==> src/rtl/kbs_pkg.sv <==
// Shared types, constants and helpers for the bracket sequence unranker.
package kbs_pkg;

    localparam int PAIR_W        = 6;
    localparam int RANK_W        = 60;
    localparam int MAX_PAIRS_DEF = 32;

    // Saturation bound for path counts (1e18) and the value stored above it (1e18+1)
    localparam logic [RANK_W-1:0] SAT_LIMIT = 60'hDE0B6B3A7640000;
    localparam logic [RANK_W-1:0] SAT_VALUE = 60'hDE0B6B3A7640001;

    typedef struct packed {
        logic [PAIR_W-1:0] pair_count;
        logic [RANK_W-1:0] rank;
    } kbs_in_t;

    typedef struct packed {
        logic symbol;
        logic not_found;
        logic last;
    } kbs_out_t;

    // Which address the table read port is driven from
    typedef enum logic [1:0] {
        RD_FILL,
        RD_CHK,
        RD_STEP
    } kbs_rd_mode_t;

    // Controller to datapath
    typedef struct packed {
        logic         fill;
        logic         rd_en;
        kbs_rd_mode_t rd_mode;
        logic         load;
        logic         step;
        logic         out_load;
        logic         out_nf;
    } kbs_cmd_t;

    // Datapath to controller
    typedef struct packed {
        logic fill_done;
        logic bad;
        logic last_step;
    } kbs_status_t;

    // Saturating add of two path counts
    function automatic logic [RANK_W-1:0] sat_add(input logic [RANK_W-1:0] a,
                                                  input logic [RANK_W-1:0] b);
        logic [RANK_W:0] s;
        s = {1'b0, a} + {1'b0, b};
        return (s > {1'b0, SAT_LIMIT}) ? SAT_VALUE : s[RANK_W-1:0];
    endfunction

endpackage

==> src/rtl/kbs_ctrl.sv <==
// Controller: sequences the fill pass, the range check and the per-symbol walk.
module kbs_ctrl (
    input  logic                 clk,
    input  logic                 rst_n,
    input  logic                 in_valid,
    output logic                 in_ready,
    output logic                 out_valid,
    input  logic                 out_ready,
    input  kbs_pkg::kbs_status_t status,
    output kbs_pkg::kbs_cmd_t    cmd
);
    import kbs_pkg::*;

    typedef enum logic [2:0] {
        S_FILL,
        S_IDLE,
        S_CHK,
        S_STEP_RD,
        S_STEP
    } state_t;

    state_t state_reg, state_next;
    logic   out_valid_reg, out_valid_next;
    logic   out_free;

    assign out_free = !out_valid_reg || out_ready;

    // Next state and commands
    always_comb
    begin
        state_next  = state_reg;
        cmd         = '0;
        cmd.rd_mode = RD_STEP;
        in_ready    = 1'b0;
        case (state_reg)
            S_FILL:
            begin
                cmd.fill    = 1'b1;
                cmd.rd_en   = 1'b1;
                cmd.rd_mode = RD_FILL;
                if (status.fill_done)
                    state_next = S_IDLE;
            end
            S_IDLE:
            begin
                in_ready    = 1'b1;
                cmd.rd_en   = 1'b1;
                cmd.rd_mode = RD_CHK;
                if (in_valid)
                begin
                    cmd.load   = 1'b1;
                    state_next = S_CHK;
                end
            end
            S_CHK:
            begin
                if (status.bad)
                begin
                    if (out_free)
                    begin
                        cmd.out_load = 1'b1;
                        cmd.out_nf   = 1'b1;
                        state_next   = S_IDLE;
                    end
                end
                else
                begin
                    cmd.rd_en  = 1'b1;
                    state_next = S_STEP;
                end
            end
            S_STEP:
            begin
                if (out_free)
                begin
                    cmd.step     = 1'b1;
                    cmd.out_load = 1'b1;
                    state_next   = status.last_step ? S_IDLE : S_STEP_RD;
                end
            end
            S_STEP_RD:
            begin
                cmd.rd_en  = 1'b1;
                state_next = S_STEP;
            end
            default:
            begin
                state_next = S_FILL;
            end
        endcase
    end

    // Output valid flag
    always_comb
    begin
        if (cmd.out_load)
            out_valid_next = 1'b1;
        else if (out_ready)
            out_valid_next = 1'b0;
        else
            out_valid_next = out_valid_reg;
    end

    // State and registered outputs
    always_ff @(posedge clk or negedge rst_n)
    begin
        if (!rst_n)
        begin
            state_reg     <= S_FILL;
            out_valid_reg <= 1'b0;
        end
        else
        begin
            state_reg     <= state_next;
            out_valid_reg <= out_valid_next;
        end
    end

    assign out_valid = out_valid_reg;

endmodule

==> config.mk <==
export PLATFORM = sky130hd
export DESIGN_NAME = kbs_ctrl
export DESIGN_NICKNAME = d
export VERILOG_FILES = /design/src/rtl/kbs_pkg.sv /design/src/rtl/kbs_ctrl.sv
export SDC_FILE = /design/constraint.sdc
export NUM_CORES = 1
export LEC_CHECK = 0
export ABC_CLOCK_PERIOD_IN_PS = 2900
export BUFFER_PORTS_ARGS = -buffer_cell sky130_fd_sc_hd__buf_2
export CORE_AREA = 2 2 39 41
export DETAILED_ROUTE_END_ITERATION = 10
export DIE_AREA = 0 0 41 43
export PLACE_DENSITY = 0.5
export SYNTH_ARGS = -nofsm -noshare
export SYNTH_HDL_FRONTEND = slang
export SYNTH_SLANG_ARGS = --single-unit
export TNS_END_PERCENT = 30
==> constraint.sdc <==
create_clock -name clk -period 2.9 [get_ports clk]
set_input_delay 0.725 -clock clk [delete_from_list [all_inputs] [get_ports clk]]
set_output_delay 0.725 -clock clk [all_outputs]
set_load 0.1 [all_outputs]
# Yosys cells after proc, flatten, opt, wreduce, memory -nomap -nowiden
# Index checks and enable logic that the tools add are counted.
dict set report word_totals {
  mem_count 0
  regBits 4
  mem_bits_rw 0
  latch_bits 0
  rom_bits 0
  out_inout_bits 10
}
dict set report op_classes {
  n_addsub 0
  reduce_logical 6
  n_shift 0
  bitwise_logic 0
  div_mod_pow 0
  n_mul 0
  muxes 21
  order_cmp 0
  n_eq_ne 8
}
# op n
set op_table {}
lappend op_table {{3-bit two-way mux} 5}
lappend op_table {{3-bit one-hot mux with 5 select lines} 1}
lappend op_table {{1-bit two-way mux} 9}
lappend op_table {{3-bit by 2-bit equality test with 1-bit output, second input constant} 2}
lappend op_table {{2-bit two-way mux} 3}
lappend op_table {{2-bit inequality test, second input constant} 3}
lappend op_table {{1-bit one-hot mux with 2 select lines} 2}
lappend op_table {{2-bit one-hot mux with 2 select lines} 1}
lappend op_table {{4-bit AND reduction} 1}
lappend op_table {{3-bit by 1-bit equality test with 1-bit output, second input constant} 1}
lappend op_table {{3-bit equality test, second input constant} 1}
lappend op_table {{3-bit zero test} 1}
lappend op_table {{3-bit inequality test, second input constant} 1}
lappend op_table {{3-bit OR reduction} 1}
lappend op_table {{2-bit nonzero test} 1}
lappend op_table {{1-bit zero test} 1}
lappend op_table {{1-bit logical OR} 1}

# Logic depth before layout (Yosys ltp)
# Gate-level depths: netlist of the first run.
dict set report logic_depth {
  ltp_word 6
  depth_mapped 4
  ltp_nobuf 3
}

# Least setup slack after synthesis of the first run
# Ideal clock, no wire load.
dict set report synth_timing {
  path_type {register -> output}
  start {register out_valid_reg, in the netlist out_valid}
  end {output port cmd[0] in the netlist's numbering}
  path_buffers 0
  arrival_time_ns 3.109
  stages_incl_launch_ff 3
  setup_slack_ns -0.934
  cell_sequence {dfrtp_1 -> nor2b_1 -> nor3_1}
}
# item line
set synth_rtl {}
lappend synth_rtl {{start: declaration} kbs_ctrl.sv:23} ;# logic out_valid_reg, out_valid_next;
lappend synth_rtl {{start signal: assignment} kbs_ctrl.sv:115} ;# out_valid_reg <= out_valid_next;
lappend synth_rtl {{end: declaration} kbs_ctrl.sv:10} ;# output kbs_pkg::kbs_cmd_t cmd

==> results of run 1 <==
## cells in the final DEF (no fill, tap or decap)
| cell | n |
|---|---|
| sky130_fd_sc_hd__buf_2 | 16 |
| sky130_fd_sc_hd__nor2_2 | 1 |
| sky130_fd_sc_hd__nor3_1 | 1 |
| sky130_fd_sc_hd__a21oi_1 | 2 |
| sky130_fd_sc_hd__and2_1 | 1 |
| sky130_fd_sc_hd__nand2_1 | 1 |
| sky130_fd_sc_hd__mux2_1 | 1 |
| sky130_fd_sc_hd__clkbuf_4 | 3 |
| sky130_fd_sc_hd__o21ai_1 | 1 |
| sky130_fd_sc_hd__or2b_1 | 1 |
| sky130_fd_sc_hd__nor2b_1 | 2 |
| sky130_fd_sc_hd__or3b_1 | 1 |
| sky130_fd_sc_hd__inv_1 | 2 |
| sky130_fd_sc_hd__nor3_2 | 2 |
| sky130_fd_sc_hd__o21a_1 | 1 |
| sky130_fd_sc_hd__nand2b_2 | 1 |
| sky130_fd_sc_hd__a211oi_2 | 1 |
| sky130_fd_sc_hd__nand2b_1 | 1 |
| sky130_fd_sc_hd__o32ai_1 | 2 |
| sky130_fd_sc_hd__dfrtp_1 | 4 |
| sky130_fd_sc_hd__nand3b_1 | 1 |
| sky130_fd_sc_hd__and3_1 | 1 |
| sky130_fd_sc_hd__nor2_1 | 2 |
| sky130_fd_sc_hd__nand3b_4 | 1 |
## cell families (layout without fill, tap and decap cells)
kind of cell / after synthesis / in the layout
buffers and inverters: 5 / 21
flip-flops: 4 / 4
AO/OA/AOI/OAI: 7 / 7
AND/OR/NAND/NOR: 17 / 17
multiplexers: 1 / 1
## critical path: cells and delay by family (launching register included)
family                 cells  cell delay (ps)
and+or+nand+nor            3              540
buffers and inverters      1              450
DFF                        1              460
## stage by stage
| step | std cells | worst slack, ps | util, % | setup TNS [ps] |
|---|---|---|---|---|
| global route | 66 | 388 | 30.4 | 0 |
| global placement | 63 | 511 | 28.8 | 0 |
| finish | 66 | 498 | 30.4 | 0 |
| CTS | 66 | 472 | 30.4 | 0 |
| floorplan | 34 | -181 | - | -354 |
| detailed placement | 63 | 487 | 28.8 | 0 |
## path summary, 6_finish.rpt
path	from	endpoint	slack [ps]	cells past startpoint
min reg2reg	out_valid	out_valid	580	2
min	rst_n	state_reg[0]	290	1
max in group asynchronous	rst_n	out_valid	2490	1
min in group clk	out_valid	out_valid	580	2
max	state_reg[1]	cmd[1]	500	4
max reg2reg	state_reg[1]	state_reg[1]	1490	3
## area by class of cell
type                       instances  area, sq um  area share [%]
sequential                         4          100            23.8
multi-input combinational         25          190            45.2
tap                               16         20.0            4.76
inverter                           2         7.51            1.79
timing repair buffer              16         80.1            19.0
clock buffer                       3         22.5            5.36
## per-layer routing
layer	up-vias	track usage, %	routed length (microns)
met5	-	0	0
met4	0	6.00	0
met3	0	1.57	31
met2	5	12.5	317
met1	136	9.18	258
li1	151	-	-
==> summary by stage, run 1 <==
Global routing
Entering global routing, the biggest net connects 14 pins. The initial antenna violation count is 0. For this run, the total global-route usage over all layers was measured as 8.08%. The first global-routing pass estimated 959 microns of wire. The via count of the first global-routing pass is 270. The total grt overflow is 0.

Timing
At the pin with the least slew margin, the transition time is 486 ps. Hold is met by 293 ps. The share of the clock period used by the worst path is 82.8%. The final max-slew violation count is 0.

Setup repair after global routing left no endpoint under its margin. The count of endpoints failing setup in the final report is 0. For the final database, setup skew stands at 1.27 ps.

The maximum clock rate is 416 MHz. The minimum period implied by the final worst setup slack is 2400 ps. The worst max-slew margin expressed relative to the limit is 67.8%. The hold violation count in the final report is 0.

Critical path
The critical path capture point type is an output pin. The worst endpoint required time is 2170 ps. Walking the worst path, the cells encountered are nand2b_2 -> and2_1 -> nor3_1 -> buf_2. The slowest stage of the critical path is the sky130_fd_sc_hd__dfrtp_1 cell.

In this run the worst path has a maximum fanout of 8. The delay contributed by the slowest stage of the critical path is 460 ps. The data arrival time of the worst path is 1680 ps. The nature of the critical path startpoint is a flip-flop. The category of the critical setup timing path is reg -> out.

Clock network
CTS built an H-tree with a depth of 1. Clock-pin slew was measured on the worst setup and hold paths at 40 ps. Once the clock tree was built, the setup fixing pass inserted 0 buffers. After clock tree synthesis, the repair step resized 0 gates. The number of buffers inserted for hold repair after clock tree synthesis is 0.

TritonCTS created 3 clock buffers. The longest clock path from root to sink contains 2 buffers. The clock sink total is 4.

The TritonCTS clock tree is done. For the worst-skew pair, the clock arrives at the later sink with an insertion delay of 230 ps. The cell sitting at the root of the clock tree is a sky130_fd_sc_hd__clkbuf_4.

Place
The half-perimeter wire length after placement is 507 microns. The total placed instance area is 398 sq um. The weighted congestion at the end of routability-driven global placement is 0.603. Port buffering added 16 buffers.

Logic synthesis
The XOR/XNOR share of the synthesized area is 0%. In the synthesized netlist, the cells that appear most often are sky130_fd_sc_hd__dfrtp_1 (4), sky130_fd_sc_hd__nor2_1 (3), sky130_fd_sc_hd__nor3_1 (3). After synthesis the netlist holds a flip-flop and latch count of 4.

The biggest area consumer among synthesized cells is sky130_fd_sc_hd__dfrtp_1. Yosys mapped a number of flops with a built-in enable equal to 0. The adder-cell area share of the yosys netlist is 0%. In the post-synthesis netlist, the cell with the most instances is sky130_fd_sc_hd__dfrtp_1. The post-synth net total is 41.

The simple-gate area share of the yosys netlist is 37.4%. Yosys mapped the design onto 22 distinct sky130hd cell types. For this run, asynchronously set or reset flops after synthesis account for 100%. The average footprint of a synthesized cell is 8.94 sq um. Summing the areas of all compound-gate instances in the mapped netlist gives 17.3% of the synthesized area. For this run, the register share of the synthesized area comes to 32.9%.

In the synthesized netlist the dominant register cell turns out to be sky130_fd_sc_hd__dfrtp_1. After synthesis, the largest area contributor takes up 32.9% of total cell area. Synthesis produced 34 cells.

By area the synthesized netlist is led by sky130_fd_sc_hd__dfrtp_1 (33%), sky130_fd_sc_hd__nand3b_4 (6.6%), sky130_fd_sc_hd__o32ai_1 (5.8%). The number of warnings reported in the yosys synthesis log is 0. The portion of synthesized area spent on multiplexers is 3.70%. The dominant combinational cell family by area after synthesis is simple AND/OR/NAND/NOR gates.

The post-synth design cell area is 304 sq um.

Die
The core region is 1380 sq um. The die covers 1760 sq um. The floorplan row count is 14. The number of I/O pins is 17. Once the floorplan was initialized, standard cells occupied 22.0% of the core. In this run the vertical extent of the chip is 43 microns. The die width is 41 microns.

Drt
The first TritonRoute pass finished after 3 iterations. The number of violations reported at the end of detailed-routing iteration 0 is 3. The DRC violations left is 0. The wire length reported by the detailed router is 607 microns. Using the TritonRoute via totals, the vias-per-cell ratio works out to 4.42. The remaining number of nets flagged by the antenna check after routing is 0.

The total vias in the final route is 292. The routed wire length per instance is 9.20 microns.

Outcome
The run finished with clean final reports.

Hold path
The worst hold path belongs to the class in -> async.

Layout
The repair_antennas step left the layout with diodes totalling 0. Compared with the post-synthesis result, the final layout area differs by 38.3%. The register with the most flip-flops in the layout has 3 of them. Of the cells placed in the final design, the portion with a size suffix greater than 1 is 50.0%. With fillers left out, the area of the finished cells amounts to 420 sq um. The post-layout net count is 59. The layout has 158 filler cells.

Flow run
The tool flagged a number of max-cap violations equal to 0.
Power of run 1 is left out: the tool's default activity adds up to more than one toggle a clock period on the data nets, which glitch-free logic cannot reach.
==> inputs of run 2 (changes only) <==
--- a/config.mk
+++ b/config.mk
@@ -5,12 +5,13 @@
 export SDC_FILE = /design/constraint.sdc
 export NUM_CORES = 1
 export LEC_CHECK = 0
-export ABC_CLOCK_PERIOD_IN_PS = 2900
+export ABC_AREA = 1
+export ABC_CLOCK_PERIOD_IN_PS = 2200
 export BUFFER_PORTS_ARGS = -buffer_cell sky130_fd_sc_hd__buf_2
 export CORE_AREA = 2 2 39 41
 export DETAILED_ROUTE_END_ITERATION = 10
 export DIE_AREA = 0 0 41 43
-export PLACE_DENSITY = 0.5
+export PLACE_DENSITY = 0.53
 export SYNTH_ARGS = -nofsm -noshare
 export SYNTH_HDL_FRONTEND = slang
 export SYNTH_SLANG_ARGS = --single-unit
==> constraint.sdc (replaced) <==
create_clock -name clk -period 2.2 [get_ports clk]
set_input_delay 0.55 -clock clk [delete_from_list [all_inputs] [get_ports clk]]
set_output_delay 0.55 -clock clk [all_outputs]
set_load 0.1 [all_outputs]
==> summary by stage, run 2 <==
Outcome
The flow ran to the end, and the final reports show no timing, DRC or antenna violations.

Flow run
The max-cap check violation count was 0 (unchanged).

Clock network
The number of buffers inserted for hold repair after clock tree synthesis is 0 (unchanged). The maximum level of the CTS H-tree came to 1 (unchanged). The maximum root-to-sink buffer count is 2 (unchanged). TritonCTS built the clock tree. The number of buffers inserted during clock tree synthesis is 3 (unchanged). The number of setup buffers added after CTS is 0 (unchanged). The post-cts resize count was 0 (unchanged). The clock transition time at the flip-flop clock pins of the worst setup and hold paths is 40 ps (about the same). Clock tree synthesis selected as its root buffer the cell sky130_fd_sc_hd__clkbuf_4. The clock sink total is 4 (unchanged). The clock latency on the worst-skew pair was 230 ps (about the same).

Critical path
The delay contributed by the slowest stage of the critical path is 490 ps (+30 ps). The nature of the critical path startpoint is a flip-flop. Walking the worst path, the cells encountered are nor2_2 -> nand2_1 -> nor2_2 -> buf_2. In this design, the critical path's most frequently occurring cell is sky130_fd_sc_hd__nor2_2. The worst endpoint required time is 1650 ps (-520 ps).

The highest net fanout along the worst path is 8 (unchanged). The worst register-to-register path begins at state_reg[0]. The critical path in this run is classified as reg -> out. The launch point of the worst path is state_reg[2]. STA classifies the critical path endpoint as an output pin. The data arrival time of the worst path came to 1520 ps (-160 ps).

The worst setup slack for register-to-register paths is 1050 ps (-440 ps). The cell at the slowest stage of the critical path is sky130_fd_sc_hd__dfrtp_1. The cell family contributing the most delay on the critical path is flip-flops. The critical path buffer and inverter count is 1 (unchanged).

Global routing
The initial antenna violation count was 0 (unchanged). The total grt overflow is 0 (unchanged). The maximum number of pins on one net before global-route repair was 9 (-5). The met1 track demand over resource in global routing was 12.5% (+3.3 points). The via count of the first global-routing pass is 305 (+13%).

The global-route met2 utilization came to 11.9% (-0.63 points). The layer flagged by global routing as most heavily used is met1. The global-route total usage across every layer is 9.49% (+1.4 points). The wire length of the first global-routing pass is 1120 microns (+16%). The fraction of met3 tracks used by global routing is 3.14% (+1.6 points).

Layout
The flip-flop count of the largest register, all copies and words added was 3 (unchanged). The leading cell type in the layout, fill and taps excluded is sky130_fd_sc_hd__buf_2. Compared with the post-synthesis result, the final layout area differs by 42.0%. The post-layout net count came to 75 (+27%). The share of layout cells above drive strength 1 came to 48.5% (-1.5 points).

In the layout the commonest cells are sky130_fd_sc_hd__buf_2 (14), sky130_fd_sc_hd__inv_1 (11), sky130_fd_sc_hd__nand2_1 (7), sky130_fd_sc_hd__nor2_2 (6), sky130_fd_sc_hd__nand3_1 (5). The total inserted antenna cells is 0 (unchanged).

Die
The vertical die dimension is 43 microns (unchanged). The starting density of the core is 23.7% (+1.7 points). The die width is 41 microns (unchanged). The core region area came to 1380 sq um (unchanged). The floorplan row count came to 14 (unchanged). The number of I/O pins is 17 (unchanged). The total die area is 1760 sq um (unchanged).

Logic synthesis
Yosys instantiated no cell more often than sky130_fd_sc_hd__inv_1. The number of enable flip-flop cells after synthesis was 0 (unchanged). The dominant synthesized flop cell is sky130_fd_sc_hd__dfrtp_1. The commonest cells after synthesis are sky130_fd_sc_hd__inv_1 (11), sky130_fd_sc_hd__nand2_1 (7), sky130_fd_sc_hd__nor2_1 (6). The synthesis-stage register bit count was 4 (unchanged).

The number of instances in the synthesized netlist is 50 (+47%). By area the synthesized netlist is led by sky130_fd_sc_hd__dfrtp_1 (31%), sky130_fd_sc_hd__inv_1 (13%), sky130_fd_sc_hd__nand2_1 (8.0%). The number of warnings reported in the yosys synthesis log came to 0 (unchanged). The average footprint of a synthesized cell is 6.56 sq um (-27%). The biggest area consumer among synthesized cells is sky130_fd_sc_hd__dfrtp_1. The share of the synthesized area in the top cell type was 30.5% (-2.4 points). The proportion of synthesized chip area in sequential cells is 30.5% (-2.4 points). The post-synth net total is 57 (+39%).

The post-synth design cell area is 328 sq um (+7.8%). The number of library cell types mapped by synthesis was 15 (-32%). The proportion of synthesized flip-flops having asynchronous set or reset is 100% (unchanged).

Drt
The number of vias per cell after detailed routing came to 4.15 (-6.3%). The wire length reported by the detailed router came to 657 microns (+8.2%). The routed wire length per instance is 8.01 microns (-13%).

The number of search-and-repair iterations in the first detailed-routing pass is 4 (+1). The number of violations reported at the end of detailed-routing iteration 0 was 7 (+4). The remaining number of nets flagged by the antenna check after routing is 0 (unchanged).

The DRC violations left was 0 (unchanged). The total vias in the final route is 340 (+16%).

Timing
The hold slack was 114 ps (-179 ps). The hold violation count in the final report was 0 (unchanged). The maximum clock rate is 483 MHz. The final max-slew violation count is 0 (unchanged). Setup repair after global routing left no endpoint under its margin.

The measured slew at the worst slew-check pin is 484 ps (-1.54 ps). In the finished design, the share of the clock period the worst path needs comes to 94.2%. Subtracting the final worst setup slack from the clock period gives 2070 ps. The clock skew came to 0.557 ps (-0.709 ps). The worst max-slew margin expressed relative to the limit is 67.9% (+0.10 points).

The count of endpoints failing setup in the final report is 0 (unchanged).

Place
The count of port buffers added during placement came to 16 (unchanged). The weighted congestion at the end of routability-driven global placement is 0.769 (+27%). The half-perimeter wire length after placement is 535 microns (+5.4%).

Hold path
The type of the worst min-delay path is in -> async.
## run 2: routing by layer
| metal | up-vias | wire length (microns) |
|---|---|---|
| li1 | 180 | - |
| met1 | 149 | 284 |
| met3 | 0 | 42 |
| met5 | - | 0 |
| met4 | 0 | 0 |
| met2 | 11 | 330 |
## run 2: final cells by class
cell class,count,area (sq um)
well taps,16,20.0
flip-flops and latches,4,100
clock buffers,3,22.5
inverters,12,45.0
repair buffers,16,110
fillers,150,918
multi-input cells,31,168
## run 2: stage by stage
stage | std cells | worst slack (ps) | cell area, sq um | utilization (%) | setup TNS, ps
3_5_place_dp | 79 | 175 | 443 | 32.0 | 0
2_1_floorplan | 50 | -256 | 339 | - | -704
4_1_cts | 82 | 114 | 465 | 33.6 | 0
5_1_grt | 82 | 28.4 | 465 | 33.6 | 0
3_3_place_gp | 79 | 197 | 443 | 32.0 | 0
6_report | 82 | 128 | 465 | 33.6 | 0
## run 2: worst paths after layout
path | to | cells after the start
max | cmd[3] | 4
min | out_valid | 1
max reg2reg | state_reg[0] | 6
min reg2reg | state_reg[0] | 3
max in group asynchronous | state_reg[1] | 1
min in group clk | state_reg[1] | 3
## run 2: cell families after synthesis
family	after synthesis	share of synthesized area, %
compound gates	3	4.58
buf+inv	15	21.8
flops	4	30.5
simple gates	28	43.1
Power of run 2 is left out for the same reason.
